===== config.mk =====
export PLATFORM = sky130hd
export DESIGN_NAME = sorted_wakeup_timer_queue
export DESIGN_NICKNAME = d
export VERILOG_FILES = /design/src/rtl/core/swtq_pkg.sv /design/src/rtl/core/sorted_wakeup_timer_queue.sv /design/src/rtl/core/swtq_mem.sv /design/src/rtl/core/swtq_seq.sv
export SDC_FILE = /design/constraint.sdc
export NUM_CORES = 1
export LEC_CHECK = 0
export ABC_AREA = 1
export BUFFER_PORTS_ARGS = -buffer_cell sky130_fd_sc_hd__buf_2
export CAP_MARGIN = 20
export CORE_MARGIN = 1.5
export CORE_UTILIZATION = 45
export DETAILED_ROUTE_END_ITERATION = 8
export SETUP_SLACK_MARGIN = 0.1
export SYNTH_ARGS = -nofsm -noshare
export SYNTH_HDL_FRONTEND = slang
export SYNTH_SLANG_ARGS = --single-unit

===== constraint.sdc =====
create_clock -name i_clk -period 5.7 [get_ports i_clk]
set_clock_uncertainty 0.15 [all_clocks]
set_input_delay 0.855 -clock i_clk [delete_from_list [all_inputs] [get_ports i_clk]]
set_output_delay 0.855 -clock i_clk [all_outputs]
set_load 0.05 [all_outputs]

===== src/rtl/core/swtq_pkg.sv =====
package swtq_pkg;

    localparam int DEPTH_DEF      = 16;
    localparam int TIME_WIDTH_DEF = 32;
    localparam int MAX_RESULTS    = 16;
    localparam int ID_W           = 4;

    localparam logic [1:0] REQ_INSERT = 2'd0;
    localparam logic [1:0] REQ_REMOVE = 2'd1;
    localparam logic [1:0] REQ_TICK   = 2'd2;

    localparam logic [1:0] RESP_INSERT = 2'd0;
    localparam logic [1:0] RESP_REMOVE = 2'd1;
    localparam logic [1:0] RESP_WOKEN  = 2'd2;
    localparam logic [1:0] RESP_NONE   = 2'd3;

    typedef struct packed {
        logic [1:0]      req_type;
        logic [ID_W-1:0] task_id;
        logic [31:0]     wakeup_time;
        logic [31:0]     now_time;
    } t_req;

    typedef struct packed {
        logic [1:0]      resp_kind;
        logic [ID_W-1:0] woken_id;
        logic            found;
        logic            status;
        logic            last;
    } t_resp;

endpackage


===== src/rtl/core/sorted_wakeup_timer_queue.sv =====
// Every word is registered and leaves in the cycle after it is decided; an insert into an
// empty or full queue, and a remove or tick on an empty queue, answer in the cycle after start.
// Busy after accept: an insert searches, shifts from tail to slot and writes; a remove
// searches and, on a hit, shifts the later entries up; a tick finds the due entries, then
// closes the gap, or answers RESP_NONE when none is due; a new word is taken only while idle.
// Synchronous active-low reset empties the queue; results cannot be stalled by the receiver.
module sorted_wakeup_timer_queue #(
    parameter int DEPTH      = swtq_pkg::DEPTH_DEF,
    parameter int TIME_WIDTH = swtq_pkg::TIME_WIDTH_DEF
) (
    input  logic            i_clk,
    input  logic            i_rst_n,
    input  logic            start,
    input  swtq_pkg::t_req  i_req,
    output logic            busy,
    output logic            o_valid,
    output swtq_pkg::t_resp o_resp
);

    localparam int IW = $clog2(DEPTH);
    localparam int EW = swtq_pkg::ID_W + TIME_WIDTH;

    logic          mem_we;
    logic [IW-1:0] mem_waddr;
    logic [EW-1:0] mem_wdata;
    logic [IW-1:0] mem_raddr;
    logic [EW-1:0] mem_rdata;

    swtq_seq #(
        .DEPTH      (DEPTH),
        .TIME_WIDTH (TIME_WIDTH)
    ) u_seq (
        .i_clk       (i_clk),
        .i_rst_n     (i_rst_n),
        .i_start     (start),
        .i_req       (i_req),
        .o_busy      (busy),
        .o_valid     (o_valid),
        .o_resp      (o_resp),
        .o_mem_we    (mem_we),
        .o_mem_waddr (mem_waddr),
        .o_mem_wdata (mem_wdata),
        .o_mem_raddr (mem_raddr),
        .i_mem_rdata (mem_rdata)
    );

    swtq_mem #(
        .DEPTH (DEPTH),
        .WIDTH (EW)
    ) u_mem (
        .i_clk   (i_clk),
        .i_we    (mem_we),
        .i_waddr (mem_waddr),
        .i_wdata (mem_wdata),
        .i_raddr (mem_raddr),
        .o_rdata (mem_rdata)
    );

endmodule


===== src/rtl/core/swtq_mem.sv =====
module swtq_mem #(
    parameter int DEPTH = swtq_pkg::DEPTH_DEF,
    parameter int WIDTH = swtq_pkg::ID_W + swtq_pkg::TIME_WIDTH_DEF
) (
    input  logic                     i_clk,
    input  logic                     i_we,
    input  logic [$clog2(DEPTH)-1:0] i_waddr,
    input  logic [WIDTH-1:0]         i_wdata,
    input  logic [$clog2(DEPTH)-1:0] i_raddr,
    output logic [WIDTH-1:0]         o_rdata
);

    logic [WIDTH-1:0] r_mem [DEPTH];
    logic [WIDTH-1:0] r_rdata;

    always_ff @(posedge i_clk) begin
        if (i_we) begin
            r_mem[i_waddr] <= i_wdata;
        end
        r_rdata <= r_mem[i_raddr];
    end

    assign o_rdata = r_rdata;

endmodule


===== src/rtl/core/swtq_seq.sv =====
module swtq_seq #(
    parameter int DEPTH      = swtq_pkg::DEPTH_DEF,
    parameter int TIME_WIDTH = swtq_pkg::TIME_WIDTH_DEF
) (
    input  logic                                    i_clk,
    input  logic                                    i_rst_n,
    input  logic                                    i_start,
    input  swtq_pkg::t_req                          i_req,
    output logic                                    o_busy,
    output logic                                    o_valid,
    output swtq_pkg::t_resp                         o_resp,
    output logic                                    o_mem_we,
    output logic [$clog2(DEPTH)-1:0]                o_mem_waddr,
    output logic [swtq_pkg::ID_W+TIME_WIDTH-1:0]    o_mem_wdata,
    output logic [$clog2(DEPTH)-1:0]                o_mem_raddr,
    input  logic [swtq_pkg::ID_W+TIME_WIDTH-1:0]    i_mem_rdata
);

    localparam int IW      = $clog2(DEPTH);
    localparam int CW      = $clog2(DEPTH + 1);
    localparam int TW      = TIME_WIDTH;
    localparam int EW      = swtq_pkg::ID_W + TW;
    localparam int REL_LIM = (swtq_pkg::MAX_RESULTS < DEPTH) ? swtq_pkg::MAX_RESULTS : DEPTH;

    typedef enum logic [8:0] {
        S_IDLE      = 9'b000000001,
        S_INS_FIND  = 9'b000000010,
        S_INS_SHIFT = 9'b000000100,
        S_INS_PUT   = 9'b000001000,
        S_REM_FIND  = 9'b000010000,
        S_REM_SHIFT = 9'b000100000,
        S_TICK      = 9'b001000000,
        S_TICK_LAST = 9'b010000000,
        S_PACK      = 9'b100000000
    } t_state;

    t_state                    r_state, n_state;
    logic [IW-1:0]             r_ptr, n_ptr;
    logic [IW-1:0]             r_pos, n_pos;
    logic [CW-1:0]             r_rel, n_rel;
    logic [CW-1:0]             r_count, n_count;
    logic [swtq_pkg::ID_W-1:0] r_id, n_id;
    logic [swtq_pkg::ID_W-1:0] r_pend, n_pend;
    logic [TW-1:0]             r_wake, n_wake;
    logic [TW-1:0]             r_now, n_now;
    logic                      r_valid, n_valid;
    swtq_pkg::t_resp           r_resp, n_resp;

    logic [swtq_pkg::ID_W-1:0] rd_id;
    logic [TW-1:0]             rd_time;
    logic [TW-1:0]             cmp_a, cmp_b, cmp_diff;
    logic                      cmp_later;
    logic [CW-1:0]             ptr_inc;
    logic                      at_tail;
    logic                      rel_cap;

    assign rd_id   = i_mem_rdata[EW-1 -: swtq_pkg::ID_W];
    assign rd_time = i_mem_rdata[TW-1:0];

    always_comb begin
        cmp_a = r_wake;
        cmp_b = rd_time;
        if (r_state == S_TICK) begin
            cmp_a = r_now;
        end else if (r_state == S_INS_FIND && r_ptr == '0) begin
            cmp_a = rd_time;
            cmp_b = r_wake;
        end
    end

    assign cmp_diff  = cmp_b - cmp_a;
    assign cmp_later = cmp_diff[TW-1];

    assign ptr_inc = CW'(r_ptr) + CW'(1);
    assign at_tail = (ptr_inc == r_count);
    assign rel_cap = (ptr_inc == CW'(REL_LIM));

    always_comb begin
        n_state     = r_state;
        n_ptr       = r_ptr;
        n_pos       = r_pos;
        n_rel       = r_rel;
        n_count     = r_count;
        n_id        = r_id;
        n_pend      = r_pend;
        n_wake      = r_wake;
        n_now       = r_now;
        n_valid     = 1'b0;
        n_resp      = '0;
        o_mem_we    = 1'b0;
        o_mem_waddr = r_ptr;
        o_mem_wdata = i_mem_rdata;

        unique case (r_state)
            S_IDLE: begin
                n_ptr = '0;
                if (i_start) begin
                    n_id   = i_req.task_id;
                    n_wake = TW'(i_req.wakeup_time);
                    n_now  = TW'(i_req.now_time);
                    unique case (i_req.req_type)
                        swtq_pkg::REQ_INSERT: begin
                            if (r_count == CW'(DEPTH)) begin
                                n_valid          = 1'b1;
                                n_resp.resp_kind = swtq_pkg::RESP_INSERT;
                                n_resp.status    = 1'b1;
                                n_resp.last      = 1'b1;
                            end else if (r_count == '0) begin
                                o_mem_we         = 1'b1;
                                o_mem_waddr      = '0;
                                o_mem_wdata      = {i_req.task_id, TW'(i_req.wakeup_time)};
                                n_count          = r_count + CW'(1);
                                n_valid          = 1'b1;
                                n_resp.resp_kind = swtq_pkg::RESP_INSERT;
                                n_resp.last      = 1'b1;
                            end else begin
                                n_state = S_INS_FIND;
                            end
                        end
                        swtq_pkg::REQ_REMOVE: begin
                            if (r_count == '0) begin
                                n_valid          = 1'b1;
                                n_resp.resp_kind = swtq_pkg::RESP_REMOVE;
                                n_resp.last      = 1'b1;
                            end else begin
                                n_state = S_REM_FIND;
                            end
                        end
                        swtq_pkg::REQ_TICK: begin
                            if (r_count == '0) begin
                                n_valid          = 1'b1;
                                n_resp.resp_kind = swtq_pkg::RESP_NONE;
                                n_resp.last      = 1'b1;
                            end else begin
                                n_state = S_TICK;
                            end
                        end
                        default: begin
                        end
                    endcase
                end
            end

            S_INS_FIND: begin
                if ((r_ptr == '0) ? cmp_later : !cmp_later) begin
                    n_pos   = r_ptr;
                    n_ptr   = IW'(r_count - CW'(1));
                    n_state = S_INS_SHIFT;
                end else if (at_tail) begin
                    n_pos   = IW'(r_count);
                    n_state = S_INS_PUT;
                end else begin
                    n_ptr = r_ptr + IW'(1);
                end
            end

            S_INS_SHIFT: begin
                o_mem_we    = 1'b1;
                o_mem_waddr = r_ptr + IW'(1);
                if (r_ptr == r_pos) begin
                    n_state = S_INS_PUT;
                end else begin
                    n_ptr = r_ptr - IW'(1);
                end
            end

            S_INS_PUT: begin
                o_mem_we         = 1'b1;
                o_mem_waddr      = r_pos;
                o_mem_wdata      = {r_id, r_wake};
                n_count          = r_count + CW'(1);
                n_valid          = 1'b1;
                n_resp.resp_kind = swtq_pkg::RESP_INSERT;
                n_resp.last      = 1'b1;
                n_state          = S_IDLE;
            end

            S_REM_FIND: begin
                if (rd_id == r_id) begin
                    if (at_tail) begin
                        n_count          = r_count - CW'(1);
                        n_valid          = 1'b1;
                        n_resp.resp_kind = swtq_pkg::RESP_REMOVE;
                        n_resp.found     = 1'b1;
                        n_resp.last      = 1'b1;
                        n_state          = S_IDLE;
                    end else begin
                        n_ptr   = r_ptr + IW'(1);
                        n_state = S_REM_SHIFT;
                    end
                end else if (at_tail) begin
                    n_valid          = 1'b1;
                    n_resp.resp_kind = swtq_pkg::RESP_REMOVE;
                    n_resp.last      = 1'b1;
                    n_state          = S_IDLE;
                end else begin
                    n_ptr = r_ptr + IW'(1);
                end
            end

            S_REM_SHIFT: begin
                o_mem_we    = 1'b1;
                o_mem_waddr = r_ptr - IW'(1);
                if (at_tail) begin
                    n_count          = r_count - CW'(1);
                    n_valid          = 1'b1;
                    n_resp.resp_kind = swtq_pkg::RESP_REMOVE;
                    n_resp.found     = 1'b1;
                    n_resp.last      = 1'b1;
                    n_state          = S_IDLE;
                end else begin
                    n_ptr = r_ptr + IW'(1);
                end
            end

            S_TICK: begin
                if (cmp_later) begin
                    if (r_ptr != '0) begin
                        n_valid          = 1'b1;
                        n_resp.resp_kind = swtq_pkg::RESP_WOKEN;
                        n_resp.woken_id  = r_pend;
                    end
                    n_pend = rd_id;
                    if (at_tail || rel_cap) begin
                        n_rel   = ptr_inc;
                        n_state = S_TICK_LAST;
                    end else begin
                        n_ptr = r_ptr + IW'(1);
                    end
                end else if (r_ptr == '0) begin
                    n_valid          = 1'b1;
                    n_resp.resp_kind = swtq_pkg::RESP_NONE;
                    n_resp.last      = 1'b1;
                    n_state          = S_IDLE;
                end else begin
                    n_valid          = 1'b1;
                    n_resp.resp_kind = swtq_pkg::RESP_WOKEN;
                    n_resp.woken_id  = r_pend;
                    n_resp.last      = 1'b1;
                    n_rel            = CW'(r_ptr);
                    n_state          = S_PACK;
                end
            end

            S_TICK_LAST: begin
                n_valid          = 1'b1;
                n_resp.resp_kind = swtq_pkg::RESP_WOKEN;
                n_resp.woken_id  = r_pend;
                n_resp.last      = 1'b1;
                if (r_rel == r_count) begin
                    n_count = '0;
                    n_state = S_IDLE;
                end else begin
                    n_ptr   = IW'(r_rel);
                    n_state = S_PACK;
                end
            end

            S_PACK: begin
                o_mem_we    = 1'b1;
                o_mem_waddr = IW'(CW'(r_ptr) - r_rel);
                if (at_tail) begin
                    n_count = r_count - r_rel;
                    n_state = S_IDLE;
                end else begin
                    n_ptr = r_ptr + IW'(1);
                end
            end

            default: begin
                n_state = S_IDLE;
            end
        endcase
    end

    always_ff @(posedge i_clk) begin
        if (!i_rst_n) begin
            r_state <= S_IDLE;
            r_count <= '0;
            r_valid <= 1'b0;
        end else begin
            r_state <= n_state;
            r_count <= n_count;
            r_valid <= n_valid;
        end
    end

    always_ff @(posedge i_clk) begin
        r_ptr  <= n_ptr;
        r_pos  <= n_pos;
        r_rel  <= n_rel;
        r_id   <= n_id;
        r_pend <= n_pend;
        r_wake <= n_wake;
        r_now  <= n_now;
        r_resp <= n_resp;
    end

    assign o_mem_raddr = n_ptr;
    assign o_busy      = (r_state != S_IDLE);
    assign o_valid     = r_valid;
    assign o_resp      = r_resp;

endmodule


======== Word level (Yosys, flattened, before mapping) ========
Memories as Yosys holds them, arrays and structs flattened. A register that Yosys moved wholly into a read port is not among the register bits.
Cells that the tools add are included.
Widths: inputs -> output; s select.
operators by class
  add/sub/neg operators ................... 8
  equal/unequal tests ..................... 35
  muxes and demuxes ....................... 84
  reduce and logical (&&, ||, !) cells .... 22
operator list
  kind                count
  $mux 36             4
  $mux 32             4
  $mux 9              14
  $pmux 36 s2         1
  $pmux 9 s7          1
  $mux 5              11
  $mux 4              13
  $sub 32x32->32      1
  $pmux 5 s6          1
  $pmux 9 s3          1
  $pmux 4 s6          1
  $pmux 4 s5          1
  $mux 1              19
  $mux 6              3
  $ne 3x3->1 const B  5
  $ne 2x1->1 const B  6
  $eq 5x5->1          2
  $eq 5x5->1 const B  2
  $eq 9x1->1 const B  1
  $eq 9x2->1 const B  1
  $eq 9x3->1 const B  1
  $eq 9x4->1 const B  1
  $eq 9x5->1 const B  1
  $eq 9x6->1 const B  1
  39 further kinds    53
storage, ports and cells
  bits in registers ....................... 109
  RAM bits ................................ 576
  input port bits ......................... 73
  output and inout bits ................... 11
  word-level logic and storage cells ...... 165
  memories kept ........................... 1
memories
  memory       words  bits a word  read ports  clocked after Yosys merged registers in  write ports  RTL line        RTL
  u_mem.r_mem  16     36           1           1                                        1            swtq_mem.sv:13  logic [WIDTH-1:0] r_mem [DEPTH];

======== Logic depth before layout (Yosys ltp) ========
Gate-level depths: netlist of run 1.
  depth after elaboration ................. 9
  depth in mapped cells ................... 44
  depth with buffers taken out ............ 39

======== Cells and area by module ========
A second synthesis of run 1 with hierarchy kept.
unflattened totals
  cell total of the unflattened synthesis .. 3319
  area total of the unflattened synthesis .. 32969.1 um2
by module, submodules not included
  module    instances  cells each  area each (um2)  seq. area each (um2)
  swtq_mem  1          2379        25394.4          18017.3
  swtq_seq  1          940         7574.8           2992.9

======== Worst setup path before layout of run 1 ========
No wires, ideal clock.
  path kind ............................... flip-flop to flip-flop
  start point ............................. reg u_seq.r_ptr[1]
  end point ............................... reg u_mem.r_rdata[15] (netlist: u_mem.o_rdata[15]) (read register of u_mem.r_mem)
  library setup time ...................... 0.112 ns
  arrival time ............................ 5.076 ns
  data required time ...................... 5.438 ns
  setup slack ............................. 0.362 ns
  cell stages (with the launch flop) ...... 37
  path buffers ............................ 6
  clock period less this slack ............ 5.338 ns
  path through ............................ dfxtp_1 -> inv_2 -> ha_1 -> nand2_2 -> nor2_4 -> nand2_1 -> buf_2 -> clkinv_1 -> clkbuf_1 -> o211ai_1 -> o21ai_0 -> ha_1 -> a21oi_1 -> o21ai_0 -> nand3_1 -> a21oi_1 -> a211oi_1 -> o21a_1 -> nand3_1 -> nand2_2 -> buf_6 -> inv_4 -> ha_1 -> clkbuf_1 -> nand2_1 -> nand2_1 -> inv_1 -> o31ai_2 -> inv_2 -> a21oi_4 -> buf_4 -> buf_4 -> nand3_1 -> nand3_1 -> nand2_1 -> nand2_1 -> nand2_1
on the way
  longest elaborated chain between the ends .. 9
  elaborated cells between the ends (all ways) .. 23
  those cells by class .................... add/sub: 4; eq/ne: 3; mux: 12; reduce/logical: 4
RTL lines
  what                      RTL line                         RTL
  start: declaration        swtq_seq.sv:38                   logic [IW-1:0] r_ptr, n_ptr;
  start signal: assignment  swtq_seq.sv:289                  r_ptr <= n_ptr;
  $logic_not 4->1           swtq_seq.sv:65, swtq_seq.sv:145
  $logic_and 1x1->1         swtq_seq.sv:65                   end else if (r_state == S_INS_FIND && r_ptr == '0) begin
  $mux 32                   swtq_seq.sv:65
  $mux 32                   swtq_seq.sv:63                   if (r_state == S_TICK) begin
  $sub 32x32->32            swtq_seq.sv:71                   assign cmp_diff = cmp_b - cmp_a;
  $logic_not 1->1           swtq_seq.sv:145                  if ((r_ptr == '0) ? cmp_later : !cmp_later) begin
  $mux 1                    swtq_seq.sv:145
  $mux 4                    swtq_seq.sv:145
  $pmux 4 s6 *              swtq_seq.sv:94                   unique case (r_state)
  end: declaration          swtq_mem.sv:14                   logic [WIDTH-1:0] r_rdata;
Every way passes the cells marked *; elsewhere a longest branch is shown, timed or not.
A chain may end at the register's enable or synchronous reset.

======== Worst setup path after layout of run 1 ========
  start point ............................. reg u_seq.r_ptr[0]
  end point ............................... reg u_mem.r_rdata[9] (netlist: u_mem.o_rdata[9]) (read register of u_mem.r_mem)
The elaborated chain is that of the path after synthesis.

==> summary by stage, run 1 <==
Placed design
Detailed placement ended at an HPWL of 55200 µm. Routability-driven placement finished with a final weighted congestion of 0.909. The count of input and output buffers is 83. OpenSTA, run right after detailed placement, puts the worst setup slack at 0.0944 ns.

The post-detailed-placement cell area is 34100 µm². In this run, placement finished with an instance count of 3870.

Critical path
The cell at the slowest stage of the critical path is sky130_fd_sc_hd__nor4_2. The type of the worst setup path is flop to flop. The required time of the critical path is 6.05 ns. The worst flop-to-flop path endpoint is u_mem.o_rdata[9]$_DFF_P_. In this run the critical register-to-register path is launched from u_seq.r_ptr[0]$_DFF_P_.

The cell with the most instances on the worst path is sky130_fd_sc_hd__nand2_1. The element type at the critical path start is a flop. The endpoint class of the critical path is a flop. The logic depth of the worst register-to-register path is 37. The endpoint arrival time on the critical path is 5.67 ns. The worst-path maximum fanout is 10. The largest incremental delay on the critical path is 0.33 ns. The setup slack of the most critical reg-to-reg path is 0.37 ns.

Global routing
The first-pass GRT wire length is 138000 µm. The via count of the first global-routing pass is 22300. The pin count of the biggest net entering global routing is 137. After global routing the overflow that remains totals 0.

The overall global routing resource usage is 25.4%. The initial antenna violation count came to 1.

Worst hold path
The number of stages on the worst hold path is 1. The endpoint of the worst hold-timing path is u_seq.r_now[6]$_DFFE_PP_. The worst hold path startpoint is i_req[6]. The min-delay analysis places its worst path in the category primary input to flop.

Route
The final routed DRC violation total is 0. The average wire per standard cell is 23.9 µm. Once detail routing completed, the nets flagged for antenna violations numbered 0. The via density per instance is 5.86. For this block, the via count after detailed routing is 23800.

The initial detailed-routing violation count is 3210. The routed design has 97000 µm of wire. The number of optimization iterations in the first detailed-route pass is 8.

Clocking
The clock tree synthesis step divided the H-tree into 3 levels. The clock reaches the later pin of the worst-skew pair after 0.62 ns. CTS placed an instance of sky130_fd_sc_hd__clkbuf_16 at the clock tree root. The total number of clock tree sinks is 721. The CTS buffer count is 77.

The buffer depth of the longest clock path is 3. The CTS tree is built. In this run, post-CTS hold repair placed 0 buffers. Clock-pin slew was measured on the worst setup and hold paths at 0.06 ns.

Timing
After layout, the worst setup slack is 0.374 ns. The time the final worst path needs with I/O delays and setup is 5.33 ns. For the pin with the worst max-slew slack, the measured transition is 1.02 ns. Setup violations remaining at the end of the flow were counted as 0. Setup total negative slack on the finished layout was measured at 0 ns. The fmax is 188 MHz. The hold violation count in the final report was 0.

The worst max-slew margin expressed relative to the limit is 30.5%. Setup repair after global routing left no endpoint under its margin. The max-slew violation count is 0. The post-route clock period utilization is 93.4%.

Flow run
The tool flagged a number of max-cap violations equal to 0.

Die
Once the floorplan was initialized, standard cells occupied 45.5% of the core. The horizontal die dimension is 269 µm. After floorplanning, the core was divided into 97 placement rows. The die height is 269 µm. The die covers 72400 µm². During I/O placement, the number of pins put on the boundary was 84. The core region is 70000 µm².

Synth
The register area share after synthesis is 66.0%. The cell count after synthesis is 2906. The number of different library cells in the post-synthesis netlist is 53. The number of warning messages in the yosys log is 0. The number of nets in the synthesized netlist is 3031. The total standard cell area after synthesis is 31900 µm². The count of state elements after synthesis is 721. A synthesized cell averages 11.0 µm².

Run status
The flow ran to the end, and the final reports show no timing, DRC or antenna violations.

Final layout
In the final design database the tool counted 3182 nets. The ratio of cells with drive above 1 in the final layout is 14.6%. The count of fill cells added during filler insertion is 5946.

The library cell used most frequently in the layout, excluding fill and tap cells, is sky130_fd_sc_hd__nand3_1. 0 antenna diodes ended up in the layout. The top cell types in the final layout, fill and taps aside, are sky130_fd_sc_hd__nand3_1 (781), sky130_fd_sc_hd__nand2_1 (673), sky130_fd_sc_hd__edfxtp_1 (657). The final standard cell count with taps included and fillers excluded is 4059. The growth of design area from synthesis to finish is 18.2%. With fillers left out, the area of the finished cells amounts to 37600 µm².
## synth_stat cells (all sizes together)
cell / count / area share, %
nand3: 786 / 12
nand2: 684 / 8.1
edfxtp: 657 / 62
buf: 133 / 2.5
inv: 116 / 1.4
o21ai: 101 / 1.7
nor2: 66 / 0.84
dfxtp: 64 / 4.0
o211ai: 64 / 1.5
clkbuf: 53 / 0.62
ha: 50 / 2.0
a21oi: 35 / 0.62
xor2: 16 / 0.46
nor3: 13 / 0.24
a211oi: 11 / 0.26
nand4: 10 / 0.20
a221oi: 6 / 0.16
o221ai: 6 / 0.16
xnor2: 5 / 0.16
o22ai: 4 / 0.079
or2: 4 / 0.079
nor4: 3 / 0.11
o21a: 3 / 0.071
a32oi: 2 / 0.055
fa: 2 / 0.13
o221a: 2 / 0.071
a2111oi: 1 / 0.028
a22oi: 1 / 0.024
a31oi: 1 / 0.020
clkinv: 1 / 0.012
nand3b: 1 / 0.024
nor3b: 1 / 0.024
o211a: 1 / 0.031
o21bai: 1 / 0.024
o311ai: 1 / 0.028
o31ai: 1 / 0.039
## sequential cells by signal, indices dropped and copies added, names as in the netlist, 5 cells and up
| signal | cells |
|---|---|
| u_mem.r_mem | 576 |
| u_mem.o_rdata | 36 |
| u_seq.r_now | 32 |
| u_seq.r_wake | 32 |
| u_seq.o_resp | 9 |
| u_seq.r_state | 9 |
| u_seq.r_count | 5 |
| u_seq.r_rel | 5 |
## critical path, delay by kind of cell, from the launching register on
kind                       cells  cell delay (ns)
and+or+nand+nor               21             2.37
adders and majority gates      3             0.77
buffers and inverters          8             1.02
AOI/OAI and AO/OA              5             0.56
DFF                            1             0.32
## per-layer routing
metal  track usage (%)  part of all wire, %  up-vias
met2              39.6                   46     1155
met4              8.61                  2.8        2
li1                  -                    -    10700
met5                 0                0.021        -
met3              4.00                  9.6      175
met1              36.4                   42    11700
## how the worst max path moves through the flow
stage	end	start	cells past startpoint	slack (ns)
after global routing	u_mem.o_rdata[28]$_DFF_P_	u_seq.r_state[1]$_SDFFE_PN0P_	35	0.06
after detailed placement	u_mem.o_rdata[21]$_DFF_P_	u_seq.r_ptr[0]$_DFF_P_	37	0.09
after global placement	u_mem.o_rdata[5]$_DFF_P_	u_seq.r_ptr[0]$_DFF_P_	38	0.17
after CTS	u_mem.o_rdata[21]$_DFF_P_	u_seq.r_ptr[0]$_DFF_P_	38	0.13
final	u_mem.o_rdata[9]$_DFF_P_	u_seq.r_ptr[0]$_DFF_P_	37	0.37
after floorplan	u_mem.o_rdata[15]$_DFF_P_	u_seq.r_ptr[1]$_DFF_P_	36	0.36
## final cells by class
class | count | area (µm²) | share of cell area (%)
well taps | 940 | 1180 | 3.12
flip-flops and latches | 721 | 21000 | 55.8
multi-input cells | 1882 | 9720 | 25.8
clock buffers | 99 | 2090 | 5.56
repair buffers | 257 | 2750 | 7.29
clock inverters | 42 | 437 | 1.16
repair inverters | 1 | 8.76 | 0.0233
inverters | 117 | 462 | 1.23
## logic make-up after synthesis
family / share of synthesized area (%)
AND/OR/NAND/NOR: 22.0
flip-flops: 66.0
XOR/XNOR: 0.625
AO/OA/AOI/OAI: 4.84
adder cells (fa/ha/maj): 2.09
buffers and inverters: 4.48
## per-stage QoR
step	utilization [%]	hold slack, ns
after detailed placement	48.8	0.306
after global placement	48.7	0.309
after floorplan	-	0.280
after global routing	53.8	0.238
after CTS	52.4	0.227
final	53.8	0.248
## what timing repair did
action | CTS | global route
setup endpoints to repair | 13 | 37
pin swaps | 0 | 11
gates resized for setup | 2 | 53
cloned | 0 | 23
buffers inserted | 0 | 17
Power of run 1 is not shown: default switching activity piles up to over one toggle a cycle in this logic, so the estimate is an artifact.
==> inputs of run 2 (changes only) <==
- CORE_UTILIZATION: 45 -> 47
- PLACE_DENSITY: not set -> 0.65
==> summary by stage, run 2 (synthesis results as in run 1) <==
Route
The number of nets with antenna violations after detailed routing was 0 (unchanged). The total wire length after detailed routing is 94800 µm (was 97000 µm). The final routed DRC violation total is 0 (unchanged). The initial detailed-routing violation count is 2906 (was 3210).

The via density per instance is 5.94 (was 5.86). The number of optimization iterations in the first detailed-route pass is 6 (was 8). The average wire per standard cell came to 23.6 µm (was 23.9 µm). The total vias in the final route was 23900 (was 23800).

Final layout
The growth of design area from synthesis to finish is 18.8% (was 18.2%). The count of fill cells added during filler insertion is 5418 (was 5946). The net total in the final layout is 3205 (was 3182). Most frequent cells in the layout: sky130_fd_sc_hd__nand3_1 (781), sky130_fd_sc_hd__nand2_1 (676), sky130_fd_sc_hd__edfxtp_1 (657) (was sky130_fd_sc_hd__nand3_1 (781), sky130_fd_sc_hd__nand2_1 (673), sky130_fd_sc_hd__edfxtp_1 (657)). The commonest non-fill, non-tap cell in the layout is sky130_fd_sc_hd__nand3_1 (unchanged). The final standard cell count with taps included and fillers excluded is 4017 (was 4059). The flip-flop count of the largest register after layout came to 576 (unchanged). The summed area of non-filler cells in the final layout came to 37800 µm² (was 37600 µm²).

The top register by number of flip-flops is u_mem.r_mem (unchanged). The ratio of cells with drive above 1 in the final layout was 15.3% (was 14.6%).

Timing
The hold violation count in the final report is 0 (unchanged). Setup repair after global routing missed its margin: no (unchanged). The transition time at the pin with the least slew margin is 1.07 ns (was 1.02 ns). The fmax is 187 MHz (was 188 MHz). The final sum of negative setup slack came to 0 ns (unchanged). The max-slew violation count is 0 (unchanged). The post-route clock period utilization came to 93.8% (was 93.4%). The worst max-slew margin expressed relative to the limit is 28.4% (was 30.5%).

The final count of negative-setup-slack endpoints is 0 (unchanged). The time the final worst path needs with I/O delays and setup is 5.34 ns (was 5.33 ns).

Die
The initial core utilization was 47.4% (was 45.5%). The core outline area is 67200 µm² (was 70000 µm²). The horizontal die dimension is 263 µm (was 269 µm). The die height is 263 µm (was 269 µm). The floorplan die area is 69300 µm² (was 72400 µm²). The number of top-level pins is 84 (unchanged).

The number of placement rows is 95 (was 97).

Critical path
The largest incremental delay on the critical path is 0.34 ns (was 0.33 ns). The family of cells with the greatest summed delay on the critical path was simple AND/OR/NAND/NOR gates (unchanged). The endpoint class of the critical path is a flop (unchanged).

The endpoint arrival time on the critical path came to 5.68 ns (was 5.67 ns). The worst flop-to-flop path endpoint is u_mem.o_rdata[29]$_DFF_P_ (was u_mem.o_rdata[9]$_DFF_P_). The number of buffer and inverter instances along the worst setup path is 9 (was 8). The launch point of the worst reg-to-reg path is u_seq.r_ptr[0]$_DFF_P_ (unchanged). The type of the worst setup path was flop to flop (unchanged).

The logic depth of the worst register-to-register path was 40 (was 37). The cell with the most instances on the worst path is sky130_fd_sc_hd__nand2_1 (unchanged). The cell at the slowest stage of the critical path is sky130_fd_sc_hd__nor4_2 (unchanged). The setup slack of the most critical reg-to-reg path was 0.36 ns (was 0.37 ns). The element type at the critical path start is a flop (unchanged). The required time of the critical path is 6.04 ns (was 6.05 ns). The worst-path maximum fanout came to 16 (was 10).

Clocking
The clock latency on the worst-skew pair is 0.63 ns (was 0.62 ns). The cell at the root of the clock tree is sky130_fd_sc_hd__clkbuf_16 (unchanged). The total number of clock tree sinks is 721 (unchanged). The CTS buffer count was 74 (was 77).

The clock transition at the registers of the reported paths is 0.06 ns (about the same). The depth of the CTS H-tree is 3 (unchanged). The buffer depth of the longest clock path was 3 (unchanged). The CTS tree is built (unchanged).

Global routing
The overall global routing resource usage came to 26.0% (was 25.4%). The initial antenna violation count is 2 (was 1). The pin count of the biggest net entering global routing is 99 (was 137). The leftover overflow at the end of global routing is 0 (unchanged).

The via count of the first global-routing pass is 22700 (was 22300). The first-pass GRT wire length was 137000 µm (was 138000 µm).

Worst hold path
The endpoint of the worst hold-timing path is u_seq.r_now[12]$_DFFE_PP_ (was u_seq.r_now[6]$_DFFE_PP_). The number of stages on the worst hold path is 1 (unchanged). The class of the tightest hold or removal check is primary input to flop (unchanged). The worst hold path startpoint is i_req[12] (was i_req[6]).

Placed design
The post-detailed-placement cell area is 34500 µm² (was 34100 µm²). The number of placed instances with taps included came to 3834 (was 3870). The count of input and output buffers is 83 (unchanged). The weighted congestion reported at the end of routability-driven placement is 0.883 (was 0.909). The total half-perimeter wirelength after legalization and detailed placement is 54900 µm (was 55200 µm).

Run status
Run status: finished, final reports clean (unchanged).

Flow run
The number of maximum-capacitance violations came to 0 (unchanged).
run 2: cell types whose count changed in the layout (fill, tap and decap cells not counted), sizes merged:
cell	change
buf	+32
bufinv	-1
clkbuf	+10
clkinv	-17
clkinvlp	-1
diode	+2
run 2: how the worst max path moves through the flow:
stage / start / end / slack (ns) / depth (start not counted)
after floorplan: u_seq.r_ptr[1]$_DFF_P_ / u_mem.o_rdata[15]$_DFF_P_ / 0.36 / 36
after CTS: u_seq.r_state[5]$_SDFFE_PN0P_ / u_mem.o_rdata[29]$_DFF_P_ / 0.16 / 36
after global routing: u_seq.r_ptr[0]$_DFF_P_ / u_mem.o_rdata[29]$_DFF_P_ / 0.09 / 40
final: u_seq.r_ptr[0]$_DFF_P_ / u_mem.o_rdata[29]$_DFF_P_ / 0.36 / 40
after global placement: u_seq.r_state[5]$_SDFFE_PN0P_ / u_mem.o_rdata[29]$_DFF_P_ / 0.18 / 36
after detailed placement: u_seq.r_state[5]$_SDFFE_PN0P_ / u_mem.o_rdata[29]$_DFF_P_ / 0.21 / 36
run 2: cell type report:
cell class / instances / area, µm² / share of cell area, %
antenna: 2 / 5.00 / 0.0132
clock buffer: 114 / 2190 / 5.78
clock inverter: 24 / 335 / 0.887
inverter: 117 / 452 / 1.19
multi-input combinational: 1882 / 9710 / 25.7
sequential: 721 / 21000 / 55.6
tap: 873 / 1090 / 2.89
timing repair buffer: 284 / 3030 / 8.00
run 2: stage by stage:
step	hold WS, ns	setup slack [ns]	util [%]
6_report	0.251	0.355	56.3
3_5_place_dp	0.309	0.207	51.4
4_1_cts	0.218	0.156	55.2
2_1_floorplan	0.280	0.362	-
3_3_place_gp	0.312	0.178	51.3
5_1_grt	0.240	0.0932	56.3
run 2: what timing repair did:
item / CTS / global route
hold buffers: 0 / 0
hold endpoints to repair: 0 / 0
resized for setup: 0 / 44
buffers inserted: 0 / 18
setup endpoints to repair: 0 / 37
run 2: per-layer routing:
| metal | GRT usage, % | up-vias | share of wire [%] |
|---|---|---|---|
| met5 | 0 | - | 0 |
| li1 | - | 10800 | - |
| met2 | 40.1 | 1277 | 45 |
| met1 | 35.4 | 11600 | 40 |
| met4 | 11.6 | 0 | 3.8 |
| met3 | 5.75 | 232 | 10 |
run 2: worst register-to-register path: cells and delay by family (launching register included):
kind,cells,cell delay (ns)
AOI/OAI and AO/OA,5,0.57
and+or+nand+nor,23,2.29
DFF,1,0.33
buffers and inverters,9,1.08
adders and majority gates,3,0.77
Power of run 2 is left out for the same reason.
